===== config.mk =====
export PLATFORM = sky130hd
export DESIGN_NAME = shared_timer_uart_transceiver
export DESIGN_NICKNAME = d
export VERILOG_FILES = /design/src/hdl/stut_pkg.sv /design/src/hdl/shared_timer_uart_transceiver.sv
export SDC_FILE = /design/constraint.sdc
export NUM_CORES = 1
export LEC_CHECK = 0
export ABC_AREA = 1
export BUFFER_PORTS_ARGS = -buffer_cell sky130_fd_sc_hd__buf_2
export CAP_MARGIN = 20
export CORE_MARGIN = 2
export CORE_UTILIZATION = 55
export CTS_CLUSTER_DIAMETER = 40
export DETAILED_ROUTE_END_ITERATION = 12
export PLACE_DENSITY = 0.75
export SYNTH_ARGS = -nofsm -noshare
export SYNTH_HDL_FRONTEND = slang
export SYNTH_SLANG_ARGS = --single-unit

===== constraint.sdc =====
create_clock -name clk_i -period 7.1 [get_ports clk_i]
set_input_delay 1.065 -clock clk_i [delete_from_list [all_inputs] [get_ports clk_i]]
set_output_delay 1.065 -clock clk_i [all_outputs]
set_load 0.03 [all_outputs]

===== src/hdl/stut_pkg.sv =====
// Shared types and constants for the shared-timer UART transceiver.
// No dependencies; used by the top level and its checker.
package stut_pkg;

  localparam int unsigned TimerBits = 16;

  typedef logic [TimerBits-1:0] tick_t;

  // Register map, word index = paddr[3:2]
  typedef enum logic [1:0] {
    RegBitTime          = 2'd0,
    RegHalfBitTime      = 2'd1,
    RegQuarterBitTime   = 2'd2,
    RegThreeQuarterTime = 2'd3
  } reg_idx_e;

  localparam logic [15:0] BitTimeRst          = 16'd1667;
  localparam logic [14:0] HalfBitTimeRst      = 15'd833;
  localparam logic [13:0] QuarterBitTimeRst   = 14'd416;
  localparam logic [15:0] ThreeQuarterTimeRst = 16'd1250;

  // Frame counts: start bit at 9, data 8..1, stop at 0
  localparam logic [3:0] FrameStartCount = 4'd9;
  localparam logic [3:0] FrameStopCount  = 4'd0;

  localparam logic [7:0] LineFeed       = 8'd10;
  localparam logic [7:0] CarriageReturn = 8'd13;

endpackage


===== src/hdl/shared_timer_uart_transceiver.sv =====
// An accepted tick's line levels and received byte reach the output register in the
// cycle after acceptance. Throughput: one tick per cycle unless stalled, set by the
// single pass from state registers through compare/window logic back into state.
// A stalled result holds off input; a new tick enters in the cycle the old one leaves.
// Reset (rst_ni low, async): idle lines, timer stopped, registers at defaults.
// Depends on stut_pkg.
module shared_timer_uart_transceiver (
  input  logic        clk_i,
  input  logic        rst_ni,
  // APB-style configuration
  input  logic        psel,
  input  logic        penable,
  input  logic        pwrite,
  input  logic [3:0]  paddr,
  input  logic [31:0] pwdata,
  output logic [31:0] prdata,
  output logic        pready,
  // tick input
  input  logic        in_valid_i,
  output logic        in_ready_o,
  input  logic        rxd_i,
  input  logic        tx_load_i,
  input  logic [7:0]  tx_data_i,
  // result output
  output logic        out_valid_o,
  input  logic        out_ready_i,
  output logic        txd_o,
  output logic        tx_busy_o,
  output logic        rx_busy_o,
  output logic        rx_valid_o,
  output logic [7:0]  rx_data_o,
  output logic        rx_end_of_line_o
);

  // configuration
  logic [15:0] bit_time_q;
  logic [14:0] half_bit_q;
  logic [13:0] quarter_bit_q;
  logic [15:0] three_quarter_q;

  // timer and protocol state
  stut_pkg::tick_t timer_q, timer_d;
  stut_pkg::tick_t cmp_q, cmp_d;
  logic        timer_en_q, timer_en_d;
  logic        rx_active_q, rx_active_d;
  logic        tx_active_q, tx_active_d;
  logic        in_phase_q, in_phase_d;
  logic        rx_turn_q, rx_turn_d;
  logic        tx_turn_q, tx_turn_d;
  logic [8:0]  rx_shift_q, rx_shift_d;
  logic [3:0]  rx_left_q, rx_left_d;
  logic [7:0]  tx_shift_q, tx_shift_d;
  logic [3:0]  tx_left_q, tx_left_d;
  logic        tx_line_q, tx_line_d;
  logic        armed_q, armed_d;
  logic        rxd_last_q, rxd_last_d;

  // per-tick temporaries
  stut_pkg::tick_t step, left;
  logic        fall;
  logic        got_byte;
  logic [7:0]  got_data;

  // output register
  logic        out_valid_q;
  logic        txd_q, tx_busy_q, rx_busy_q, rx_valid_q, eol_q;
  logic [7:0]  rx_data_q;

  logic        in_accept;
  logic        cfg_write;
  stut_pkg::reg_idx_e cfg_idx;

  assign in_ready_o = !out_valid_q || out_ready_i;
  assign in_accept  = in_valid_i && in_ready_o;

  assign pready    = 1'b1;
  assign cfg_idx   = stut_pkg::reg_idx_e'(paddr[3:2]);
  assign cfg_write = psel && penable && pwrite && pready;

  always_comb begin
    unique case (cfg_idx)
      stut_pkg::RegBitTime:          prdata = {16'd0, bit_time_q};
      stut_pkg::RegHalfBitTime:      prdata = {17'd0, half_bit_q};
      stut_pkg::RegQuarterBitTime:   prdata = {18'd0, quarter_bit_q};
      stut_pkg::RegThreeQuarterTime: prdata = {16'd0, three_quarter_q};
      default:                       prdata = '0;
    endcase
  end

  always_ff @(posedge clk_i or negedge rst_ni) begin
    if (!rst_ni) begin
      bit_time_q      <= stut_pkg::BitTimeRst;
      half_bit_q      <= stut_pkg::HalfBitTimeRst;
      quarter_bit_q   <= stut_pkg::QuarterBitTimeRst;
      three_quarter_q <= stut_pkg::ThreeQuarterTimeRst;
    end else if (cfg_write) begin
      unique case (cfg_idx)
        stut_pkg::RegBitTime:          bit_time_q      <= pwdata[15:0];
        stut_pkg::RegHalfBitTime:      half_bit_q      <= pwdata[14:0];
        stut_pkg::RegQuarterBitTime:   quarter_bit_q   <= pwdata[13:0];
        stut_pkg::RegThreeQuarterTime: three_quarter_q <= pwdata[15:0];
        default: ;
      endcase
    end
  end

  // One tick: compare event, then receive edge, then transmit load, then count.
  always_comb begin
    timer_d     = timer_q;
    cmp_d       = cmp_q;
    timer_en_d  = timer_en_q;
    rx_active_d = rx_active_q;
    tx_active_d = tx_active_q;
    in_phase_d  = in_phase_q;
    rx_turn_d   = rx_turn_q;
    tx_turn_d   = tx_turn_q;
    rx_shift_d  = rx_shift_q;
    rx_left_d   = rx_left_q;
    tx_shift_d  = tx_shift_q;
    tx_left_d   = tx_left_q;
    tx_line_d   = tx_line_q;
    armed_d     = armed_q;
    step        = '0;
    left        = '0;
    got_byte    = 1'b0;
    got_data    = '0;

    if (timer_en_q && (timer_q == cmp_q)) begin
      step  = stut_pkg::TimerBits'(half_bit_q)
            + (in_phase_q ? stut_pkg::TimerBits'(half_bit_q) : '0);
      cmp_d = cmp_q + step;

      if (rx_active_q && rx_turn_q) begin
        rx_shift_d = {1'b0, rx_shift_q[8] | rxd_i, rx_shift_q[7:1]};
        rx_left_d  = rx_left_q - 4'd1;
        if (rx_left_d == '0) begin
          rx_active_d = 1'b0;
          got_byte    = 1'b1;
          got_data    = rx_shift_d[7:0];
          armed_d     = 1'b1;
          if (!tx_active_q) timer_en_d = 1'b0;
        end
      end

      if (tx_active_q && tx_turn_q) begin
        if (tx_left_q == stut_pkg::FrameStopCount) begin
          tx_line_d   = 1'b1;
          tx_active_d = 1'b0;
          if (!rx_active_d) timer_en_d = 1'b0;
        end else if (tx_left_q == stut_pkg::FrameStartCount) begin
          tx_line_d = 1'b0;
          tx_left_d = tx_left_q - 4'd1;
        end else begin
          tx_line_d  = tx_shift_q[0];
          tx_shift_d = {1'b0, tx_shift_q[7:1]};
          tx_left_d  = tx_left_q - 4'd1;
        end
      end

      if (!in_phase_q) begin
        rx_turn_d = !rx_turn_q;
        tx_turn_d = !tx_turn_q;
      end
    end

    fall       = rxd_last_q && !rxd_i;
    rxd_last_d = rxd_i;
    if (fall && armed_d) begin
      rx_active_d = 1'b1;
      in_phase_d  = 1'b1;
      rx_turn_d   = 1'b1;
      armed_d     = 1'b0;
      if (tx_active_d) begin
        // distance to the next compare decides whether rx can share it
        left = cmp_d - timer_q;
        if ((32'(left) < 32'(quarter_bit_q)) || (32'(left) > 32'(three_quarter_q))) begin
          in_phase_d = 1'b0;
          rx_turn_d  = 1'b0;
          tx_turn_d  = 1'b1;
        end
      end else begin
        cmp_d = timer_q + stut_pkg::TimerBits'(half_bit_q);
      end
      timer_en_d = 1'b1;
      rx_shift_d = '0;
      rx_left_d  = stut_pkg::FrameStartCount;
    end

    if (tx_load_i && !tx_active_d) begin
      tx_shift_d  = tx_data_i;
      tx_line_d   = 1'b1;
      tx_active_d = 1'b1;
      tx_left_d   = stut_pkg::FrameStartCount;
      if (rx_active_d && !in_phase_d) begin
        tx_turn_d = !rx_turn_d;
      end else begin
        in_phase_d = 1'b1;
        tx_turn_d  = 1'b1;
      end
      if (!rx_active_d) begin
        cmp_d      = timer_q + stut_pkg::TimerBits'(bit_time_q);
        timer_en_d = 1'b1;
      end
    end

    timer_d = timer_q + stut_pkg::TimerBits'(1);
  end

  always_ff @(posedge clk_i or negedge rst_ni) begin
    if (!rst_ni) begin
      timer_q     <= '0;
      cmp_q       <= '0;
      timer_en_q  <= 1'b0;
      rx_active_q <= 1'b0;
      tx_active_q <= 1'b0;
      in_phase_q  <= 1'b1;
      rx_turn_q   <= 1'b1;
      tx_turn_q   <= 1'b1;
      rx_shift_q  <= '0;
      rx_left_q   <= '0;
      tx_shift_q  <= '0;
      tx_left_q   <= '0;
      tx_line_q   <= 1'b1;
      armed_q     <= 1'b1;
      rxd_last_q  <= 1'b1;
    end else if (in_accept) begin
      timer_q     <= timer_d;
      cmp_q       <= cmp_d;
      timer_en_q  <= timer_en_d;
      rx_active_q <= rx_active_d;
      tx_active_q <= tx_active_d;
      in_phase_q  <= in_phase_d;
      rx_turn_q   <= rx_turn_d;
      tx_turn_q   <= tx_turn_d;
      rx_shift_q  <= rx_shift_d;
      rx_left_q   <= rx_left_d;
      tx_shift_q  <= tx_shift_d;
      tx_left_q   <= tx_left_d;
      tx_line_q   <= tx_line_d;
      armed_q     <= armed_d;
      rxd_last_q  <= rxd_last_d;
    end
  end

  always_ff @(posedge clk_i or negedge rst_ni) begin
    if (!rst_ni) begin
      out_valid_q <= 1'b0;
    end else if (in_accept) begin
      out_valid_q <= 1'b1;
    end else if (out_ready_i) begin
      out_valid_q <= 1'b0;
    end
  end

  always_ff @(posedge clk_i or negedge rst_ni) begin
    if (!rst_ni) begin
      txd_q      <= 1'b1;
      tx_busy_q  <= 1'b0;
      rx_busy_q  <= 1'b0;
      rx_valid_q <= 1'b0;
      rx_data_q  <= '0;
      eol_q      <= 1'b0;
    end else if (in_accept) begin
      txd_q      <= tx_line_d;
      tx_busy_q  <= tx_active_d;
      rx_busy_q  <= rx_active_d;
      rx_valid_q <= got_byte;
      rx_data_q  <= got_data;
      eol_q      <= got_byte && ((got_data == stut_pkg::LineFeed) ||
                                 (got_data == stut_pkg::CarriageReturn));
    end
  end

  assign out_valid_o      = out_valid_q;
  assign txd_o            = txd_q;
  assign tx_busy_o        = tx_busy_q;
  assign rx_busy_o        = rx_busy_q;
  assign rx_valid_o       = rx_valid_q;
  assign rx_data_o        = rx_data_q;
  assign rx_end_of_line_o = eol_q;

endmodule


==> results.py, run 1 <==
metrics = {
    "setup_path": {
        "cp_slowest_cell": "dfstp_2",
        "r2r_end": "tx_turn_q$_DFFE_PN1P_",
        "cp.required_ns": 7.47,
        "r2r_slack_ns": 0.87,
        "cp.arrival_ns": 6.60,
        "r2r_start": "in_phase_q$_DFFE_PN1P_",
        "timing.critical_path.mode_cell": "nand2_1",
        "cp_max_fo": 18,
        "ff2ff_path_depth": 39,
        "critPathMaxStageDelay_ns": 0.76,
        "worstSetupStartpointType": "flop",
        "critical_path_class": "reg -> reg",
        "cp-end-kind": "flop",
        "cp-startpoint": "in_phase_q$_DFFE_PN1P_",
    },
    "final_layout": {
        "nFillCells": 1685,
        "diodes": 0,
        "syn_to_final_growth_pct": 10.3,
        "finalNetCount": 1615,
        "seq_area_mm2": 0.00343,
        "drive_gt1_frac": 0.103,
        "multi_input_area_mm2": 0.00603,
    },
    "yosys": {
        "synth_ff_type": "dfrtp_1",
        "synth-async-reset-ratio": 1.00,
        "syn_inst": 1397,
        "ys_ff_latch": 136,
        "syn_avg_cell_area_um2": 7.48,
        "ys_warn_count": 0,
        "netlist_area_mm2": 0.0104,
        "ys_types": 51,
        "seq_area_frac_synth": 0.329,
        "synth_edf_count": 0,
    },
    "global_routing": {
        "met2_usage": 0.431,
        "busiest_layer": "met2",
        "overflow": 0,
        "grt_max_degree": 79,
        "grtUsageMet1": 0.354,
        "antenna_found_initial": 0,
        "grt_use_met3": 0.0439,
        "grt_pass1_vias": 8834,
        "grt_usage": 0.266,
        "grt_first_pass_wirelength_um": 42400,
    },
    "die": {
        "pin_count": 101,
        "initial_utilization": 0.560,
        "rows": 50,
        "chipWidth_um": 142,
        "die_h_um": 142,
        "die-area_mm2": 0.0201,
        "coreArea_mm2": 0.0186,
    },
    "routing": {
        "dr.pass1.iters": 5,
        "avgViaCountPerCell": 5.43,
        "initialDrtViolationCount": 626,
        "antenna_left": 0,
        "drt_wl_total_um": 25700,
        "post-route-drc-count": 0,
        "wl_per_cell_um": 15.2,
        "num_vias": 9222,
    },
    "sta": {
        "fin_tns_setup_ns": 0,
        "skew_ns": 0.0107,
        "fmax_ghz": 0.161,
        "slew_headroom": 0.292,
        "rsz0062_at_grt": "no",
        "finalHoldViolations": 0,
        "worst_pin_slew_ns": 1.06,
        "period_minus_slack_ns": 6.23,
        "period_share": 0.877,
        "setup_viol": 0,
        "slew_violations": 0,
    },
    "hold_path": {
        "worstHoldPathType": "reg -> reg",
        "hold_depth": 2,
        "hp-start": "rx_valid_o$_DFFE_PN0P_",
        "hold_path_end": "rx_valid_o$_DFFE_PN0P_",
    },
    "power_and_ir_drop": {
        "p_per_area_mw_per_mm2": 356,
        "p_total_uw": 4100,
        "p_leak_uw": 0.00594,
        "ir_drop_mv": 0.196,
    },
    "clock_tree": {
        "cts_resized": 0,
        "clk_latency_ns": 0.43,
        "cts_root_buf": "clkbuf_16",
        "htree_levels": 4,
        "postCtsSetupBuffers": 0,
        "cts_sinks": 136,
        "numCtsBuffers": 17,
        "clock_path_buffers": 2,
        "hold_buffers": 0,
        "path_clk_slew_ns": 0.06,
        "tritoncts": "done",
    },
    "place": {
        "io_buffers": 65,
        "place.gp.congestion": 0.948,
        "hpwl_um": 19200,
    },
    "run": {
        "cap_viol_max_count": 0,
    },
    "status": {
        "outcome": "finished clean",
    },
}
-- worst max-delay path by stage --
stage / end / depth (start not counted)
6_report: tx_turn_q$_DFFE_PN1P_ / 39
2_1_floorplan: tx_turn_q$_DFFE_PN1P_ / 41
3_3_place_gp: tx_turn_q$_DFFE_PN1P_ / 39
4_1_cts: tx_turn_q$_DFFE_PN1P_ / 39
5_1_grt: tx_turn_q$_DFFE_PN1P_ / 39
3_5_place_dp: tx_turn_q$_DFFE_PN1P_ / 39
-- per-stage QoR --
step	utilization	setup slack [ns]	instances	cell area (um2)	hold WS [ns]
floorplan	-	1.66	1412	10500	0.453
global placement	0.584	1.08	1665	10900	0.460
detailed placement	0.584	0.953	1665	10900	0.468
CTS	0.618	0.913	1697	11500	0.484
global route	0.618	0.345	1697	11500	0.493
finish	0.618	0.874	1697	11500	0.475
-- where the power goes --
part	total (uW)	internal [uW]	switching [uW]
logic	1990	786	1200
clock network	973	602	371
registers	1140	943	192
-- layer usage --
layer  share of wire  wire length [um]
met1            0.45             11600
met2            0.47             12000
met3           0.051              1320
met4           0.032               826
met5               0                 0
-- cell type report --
type	count	share of cell area
multi-input combinational	1025	0.523
sequential	136	0.298
inverter	199	0.0654
clock buffer	19	0.0384
timing repair buffer	71	0.0327
tap	234	0.0254
clock inverter	13	0.0167
-- Yosys cell counts, types with 4 or more instances --
master       n  area [um2]
nand2_1    368        1380
inv_1      184         691
o21ai_0    138         691
dfrtp_1    113        2830
ha_1        93        1160
a21oi_1     85         425
nor2_1      66         248
nand3_1     44         220
xor2_1      42         368
clkbuf_1    27         101
dfstp_2     23         604
o22ai_1     20         125
buf_4       19         143
fa_1        19         380
nor3_1      16        80.1
xnor2_1     16         140
o2111ai_1   13         114
o211ai_1    13        97.6
a31oi_1     10        62.6
o21ai_1     10        50.1
inv_2        9        33.8
nand4_1      9        56.3
o21a_1       6        45.0
a21boi_0     4        30.0
o21ai_2      4        35.0
-- registers in the layout (all words and copies together) (netlist names), 7 cells and up --
| signal | count |
|---|---|
| three_quarter_q | 16 |
| rx_data_o | 8 |
| tx_shift_q | 8 |
| bit_time_q | 16 |
| half_bit_q | 15 |
| cmp_q | 16 |
| timer_q | 16 |
| quarter_bit_q | 14 |
| rx_shift_q | 7 |
-- critical path: cells and delay by family (launching register included) --
family / cells / cell delay [ns]
and+or+nand+nor: 24 / 2.66
adders and majority gates: 5 / 1.66
DFF: 1 / 0.76
buffers and inverters: 5 / 0.42
AOI/OAI and AO/OA: 5 / 0.64
-- cells by family (layout without fill, tap and decap cells) --
logic type / count (synthesis) / after routing / synth area share
xor+xnor: 58 / 58 / 0.0486
flops: 136 / 136 / 0.329
fa+ha+maj: 112 / 112 / 0.148
other cells: 2 / 17 / 0.000719
simple gates: 519 / 519 / 0.201
compound gates: 319 / 319 / 0.173
buf+inv: 251 / 302 / 0.0994
-- cells in the final DEF, fill, tap and decap left out, types with 20 or more instances in the layout --
cell type,count
o22ai_1,20
dfstp_2,23
nand3_1,44
nor2_1,66
buf_2,64
xor2_1,42
o21ai_0,138
ha_1,93
inv_1,184
a21oi_1,85
dfrtp_1,113
nand2_1,368
No activity file was read; power rests on OpenSTA's default activity.
==> inputs of run 2 (changes only) <==
--- a/config.mk
+++ b/config.mk
@@ -9,10 +9,10 @@
 export BUFFER_PORTS_ARGS = -buffer_cell sky130_fd_sc_hd__buf_2
 export CAP_MARGIN = 20
 export CORE_MARGIN = 2
-export CORE_UTILIZATION = 55
+export CORE_UTILIZATION = 60
 export CTS_CLUSTER_DIAMETER = 40
 export DETAILED_ROUTE_END_ITERATION = 12
-export PLACE_DENSITY = 0.75
+export PLACE_DENSITY = 0.81
 export SYNTH_ARGS = -nofsm -noshare
 export SYNTH_HDL_FRONTEND = slang
 export SYNTH_SLANG_ARGS = --single-unit
==> run 2 against run 1 <==
Net effect: utilization is 5.0 points higher; fmax is 1.3% lower; largest cell class unchanged; critical path depth is 7 lower; wire length grew 0.69%; combinational power hardly changed; sequential cell count did not move.
==> results.py, run 2 (same netlist as run 1, synthesis figures left out) <==
metrics = {
    "setup_path": {
        "cp-end-kind": "flop",
        "critical_path_class": "reg -> reg",
        "timing.critical_path.mode_cell": "nand2_1",
        "worstSetupStartpointType": "flop",
        "cp.required_ns": 7.47,
        "cp.arrival_ns": 6.67,
        "cp_slowest_cell": "dfstp_2",
        "cp_max_fo": 18,
        "critPathMaxStageDelay_ns": 0.75,
    },
    "sta": {
        "worst_pin_slew_ns": 1.00,
        "rsz0062_at_grt": "no",
        "slew_headroom": 0.329,
        "fin_tns_setup_ns": 0,
        "period_minus_slack_ns": 6.31,
        "slew_violations": 0,
        "finalHoldViolations": 0,
        "skew_ns": 0.0120,
        "setup_viol": 0,
        "fmax_ghz": 0.159,
        "period_share": 0.888,
    },
    "power_and_ir_drop": {
        "ir_drop_mv": 0.197,
        "p_per_area_mw_per_mm2": 350,
        "p_leak_uw": 0.00593,
    },
    "routing": {
        "num_vias": 9432,
        "wl_per_cell_um": 15.3,
        "initialDrtViolationCount": 588,
        "post-route-drc-count": 0,
        "antenna_left": 0,
        "avgViaCountPerCell": 5.59,
        "dr.pass1.iters": 5,
        "drt_wl_total_um": 25900,
    },
    "final_layout": {
        "finalNetCount": 1615,
        "final_common_cell": "nand2_1",
        "final_cell_mix": "nand2_1, inv_1, o21ai_0",
        "syn_to_final_growth_pct": 9.89,
        "fin_cells": 1688,
        "diodes": 0,
        "fin_util": 0.668,
        "drive_gt1_frac": 0.103,
    },
    "clock_tree": {
        "path_clk_slew_ns": 0.06,
        "postCtsSetupBuffers": 0,
        "hold_buffers": 0,
        "numCtsBuffers": 17,
        "cts_sinks": 136,
        "cts_resized": 0,
        "clock_path_buffers": 2,
        "clk_latency_ns": 0.43,
        "htree_levels": 4,
        "tritoncts": "done",
        "cts_root_buf": "clkbuf_16",
    },
    "status": {
        "outcome": "finished clean",
    },
    "run": {
        "cap_viol_max_count": 0,
    },
    "global_routing": {
        "overflow": 0,
        "grt_pass1_vias": 8883,
        "grt_usage": 0.294,
        "grt_first_pass_wirelength_um": 42800,
        "grt_max_degree": 72,
        "antenna_found_initial": 0,
    },
    "hold_path": {
        "worstHoldPathType": "reg -> reg",
    },
    "place": {
        "io_buffers": 65,
        "place.gp.congestion": 0.917,
        "hpwl_um": 19100,
        "dp_cells": 1654,
    },
    "die": {
        "rows": 48,
        "pin_count": 101,
        "initial_utilization": 0.608,
        "chipWidth_um": 136,
        "die-area_mm2": 0.0185,
        "coreArea_mm2": 0.0172,
        "die_h_um": 136,
    },
}
==> run 2: cell types whose count changed in the layout (fill, tap and decap cells not counted), sizes merged <==
cell      delta
inv          +4
clkbuf       -1
clkinvlp     +1
bufinv       -3
clkinv       -1
==> run 2: report_power, final <==
group / leakage [uW] / internal [uW] / switching, uW
Clock: 0.000271 / 490 / 376
Combinational: 0.00400 / 787 / 1230
Sequential: 0.00166 / 943 / 193
Total: 0.00593 / 2220 / 1800
==> run 2: worst max-delay path, delay by kind of cell (launching register included) <==
| kind | cells | cell delay [ns] |
|---|---|---|
| DFF | 1 | 0.75 |
| AOI/OAI and AO/OA | 9 | 2.04 |
| adders and majority gates | 4 | 1.50 |
| buffers and inverters | 2 | 0.20 |
| and+or+nand+nor | 16 | 1.64 |
| xor gates and xnor gates | 1 | 0.09 |
==> run 2: final timing paths <==
check / start / slack [ns] / to / cells after the start
hold reg to reg: rx_end_of_line_o$_DFFE_PN0P_ / 0.48 / rx_end_of_line_o$_DFFE_PN0P_ / 2
setup reg to reg: in_phase_q$_DFFE_PN1P_ / 0.79 / tx_turn_q$_DFFE_PN1P_ / 32
min in group asynchronous: rst_ni / 0.61 / three_quarter_q[11]$_DFFE_PN0P_ / 1
setup / recovery: in_phase_q$_DFFE_PN1P_ / 0.79 / tx_turn_q$_DFFE_PN1P_ / 32
hold / removal: rx_end_of_line_o$_DFFE_PN0P_ / 0.48 / rx_end_of_line_o$_DFFE_PN0P_ / 2
max in group asynchronous: rst_ni / 5.10 / rx_data_o[1]$_DFFE_PN0P_ / 2
==> run 2: final cells by class <==
type	count	area, um2
multi-input cells	1025	6030
flip-flops and latches	136	3430
inverters	199	753
clock inverters	14	135
repair buffers	71	417
fillers	1485	5700
well taps	225	282
clock buffers	18	429
==> run 2: routing by layer <==
layer,share of wire,wire (um),GRT usage,vias up
met3,0.054,1400,0.0485,82
li1,-,-,-,4686
met4,0.038,986,0.139,0
met1,0.44,11400,0.384,4336
met5,0,0,0,-
met2,0.47,12100,0.476,328
==> run 2: metrics by stage <==
step | setup WS (ns) | total power, uW | instance area, um2 | hold WS [ns]
3_3_place_gp | 1.06 | 3010 | 10900 | 0.461
4_1_cts | 0.872 | 3990 | 11400 | 0.483
5_1_grt | 0.231 | 4340 | 11500 | 0.503
6_report | 0.794 | 4020 | 11500 | 0.477
3_5_place_dp | 0.950 | 3090 | 10900 | 0.468
2_1_floorplan | 1.66 | 2640 | 10500 | 0.453
==> inputs of run 3 (changes only) <==
--- a/config.mk
+++ b/config.mk
@@ -9,10 +9,10 @@
 export BUFFER_PORTS_ARGS = -buffer_cell sky130_fd_sc_hd__buf_2
 export CAP_MARGIN = 20
 export CORE_MARGIN = 2
-export CORE_UTILIZATION = 60
+export CORE_UTILIZATION = 55
 export CTS_CLUSTER_DIAMETER = 40
 export DETAILED_ROUTE_END_ITERATION = 12
-export PLACE_DENSITY = 0.81
+export PLACE_DENSITY = 0.78
 export SYNTH_ARGS = -nofsm -noshare
 export SYNTH_HDL_FRONTEND = slang
 export SYNTH_SLANG_ARGS = --single-unit
==> constraint.sdc (replaced) <==
create_clock -name clk_i -period 5.22 [get_ports clk_i]
set_input_delay 0.783 -clock clk_i [delete_from_list [all_inputs] [get_ports clk_i]]
set_output_delay 0.783 -clock clk_i [all_outputs]
set_load 0.03 [all_outputs]
==> run 3 against run 2 <==
Net effect: the flow now finishes with violations (negative setup slack); register-to-register slack got worse by 1.2 ns; via count up 6.1%; highest routed layer unchanged; clock skew is 0.0027 ns lower; sequential power increased by 32%; sequential share of layout area fell by 2.8 points; fmax up 12%; utilization is 1.2 points higher; clock power increased by 56%; largest cell class unchanged.
==> results.py, run 3 (same netlist as run 1, synthesis figures left out) <==
metrics = {
    "status": {
        "outcome": "finished with violations",
        "failed_checks": "negative setup slack",
    },
    "routing": {
        "initialDrtViolationCount": 633,
        "drt_wl_total_um": 28900,
        "num_vias": 10000,
        "antenna_left": 0,
        "wl_per_cell_um": 16.1,
        "avgViaCountPerCell": 5.56,
        "post-route-drc-count": 0,
        "dr.pass1.iters": 5,
    },
    "global_routing": {
        "overflow": 0,
        "antenna_found_initial": 0,
        "grt_first_pass_wirelength_um": 46900,
        "grt_pass1_vias": 9793,
        "grt_max_degree": 85,
        "grt_usage": 0.293,
    },
    "sta": {
        "period_minus_slack_ns": 5.63,
        "fmax_ghz": 0.178,
        "fin_ws_ns": -0.410,
        "fin_tns_setup_ns": -1.07,
        "slew_violations": 0,
        "skew_ns": 0.00931,
        "period_share": 1.08,
        "fin_hold_ws_ns": 0.376,
        "rsz0062_at_grt": "yes",
        "worst_pin_slew_ns": 0.984,
        "slew_headroom": 0.343,
        "setup_viol": 3,
        "finalHoldViolations": 0,
    },
    "hold_path": {
        "worstHoldPathType": "in -> async",
    },
    "final_layout": {
        "finalNetCount": 1717,
        "final_cell_mix": "nand2_1, inv_1, o21ai_0",
        "fin_cells": 1799,
        "final_common_cell": "nand2_1",
        "drive_gt1_frac": 0.206,
        "syn_to_final_growth_pct": 21.3,
        "diodes": 0,
    },
    "power_and_ir_drop": {
        "p_int_uw": 3610,
        "p_sw_frac": 0.431,
        "clockPowerShare": 0.212,
        "ir_drop_mv": 0.297,
        "p_leak_uw": 0.00649,
        "seq_power_share": 0.237,
        "p_per_area_mw_per_mm2": 501,
        "switchingPower_uw": 2740,
        "comb_power_share": 0.551,
    },
    "setup_path": {
        "cp_slowest_cell": "dfstp_2",
        "critPathMaxStageDelay_ns": 0.60,
        "cp_max_fo": 5,
        "timing.critical_path.mode_cell": "nand2_2",
        "worstSetupStartpointType": "flop",
        "cp.arrival_ns": 6.01,
        "critical_path_class": "reg -> reg",
        "cp_top_family": "simple AND/OR/NAND/NOR gates",
        "cp-end-kind": "flop",
        "cp_num_buf_inv": 11,
        "cp.required_ns": 5.60,
    },
    "clock_tree": {
        "clock_path_buffers": 2,
        "clk_latency_ns": 0.44,
        "htree_levels": 4,
        "path_clk_slew_ns": 0.07,
        "cts_root_buf": "clkbuf_16",
        "tritoncts": "done",
        "cts_sinks": 136,
        "numCtsBuffers": 17,
    },
    "run": {
        "cap_viol_max_count": 0,
    },
    "die": {
        "initial_utilization": 0.560,
        "coreArea_mm2": 0.0186,
        "chipWidth_um": 142,
        "die-area_mm2": 0.0201,
        "pin_count": 101,
        "rows": 50,
        "die_h_um": 142,
    },
    "place": {
        "hpwl_um": 20800,
        "dp_cells": 1757,
        "io_buffers": 65,
        "place.gp.congestion": 0.999,
        "place_ws_ns": -0.578,
    },
}
run 3: path summary, 6_finish.rpt:
check	from	endpoint	slack [ns]	depth (start not counted)
max in group asynchronous	rst_ni	half_bit_q[5]$_DFFE_PN0P_	3.62	2
min in group clk_i	rx_data_o[4]$_DFFE_PN0P_	rx_data_o[4]$_DFFE_PN0P_	0.48	2
max	in_phase_q$_DFFE_PN1P_	tx_turn_q$_DFFE_PN1P_	-0.41	44
min	rst_ni	half_bit_q[13]$_DFFE_PN0P_	0.38	1
max reg2reg	in_phase_q$_DFFE_PN1P_	tx_turn_q$_DFFE_PN1P_	-0.41	44
min reg2reg	rx_data_o[4]$_DFFE_PN0P_	rx_data_o[4]$_DFFE_PN0P_	0.48	2
run 3: metrics by stage:
stage,util,total power [uW],area (um2)
after detailed placement,0.621,4630,11600
after global routing,0.680,6830,12700
final,0.680,6340,12700
after floorplan,-,3590,10500
after global placement,0.621,4510,11600
after CTS,0.670,6170,12500
run 3: area by class of cell:
type | instances | area, um2
clock buffers | 18 | 429
clock inverters | 14 | 209
fillers | 1502 | 5970
inverters | 199 | 758
multi-input cells | 1025 | 6400
flip-flops and latches | 136 | 3430
well taps | 234 | 293
repair buffers | 173 | 1160
run 3: what timing repair did:
action / 4_1_cts / 5_1_grt
pin swaps: 27 / 36
setup endpoints to repair: 3 / 3
resized for setup: 61 / 36
hold buffers: 0 / 0
buffers inserted: 6 / 4
endpoints found under the hold margin: 0 / 0
run 3: layer usage:
layer / GRT usage / part of all wire
met4: 0.148 / 0.047
met1: 0.369 / 0.43
met2: 0.496 / 0.48
met3: 0.0402 / 0.052
met5: 0 / 0
run 3: power by group through the flow:
stage               clock, uW  sequential, uW  combinational [uW]
finish                   1350            1500                3500
global route             1390            1530                3920
CTS                      1350            1500                3320
detailed placement          0            1510                3120
global placement            0            1500                3000
floorplan                   0            1470                2130
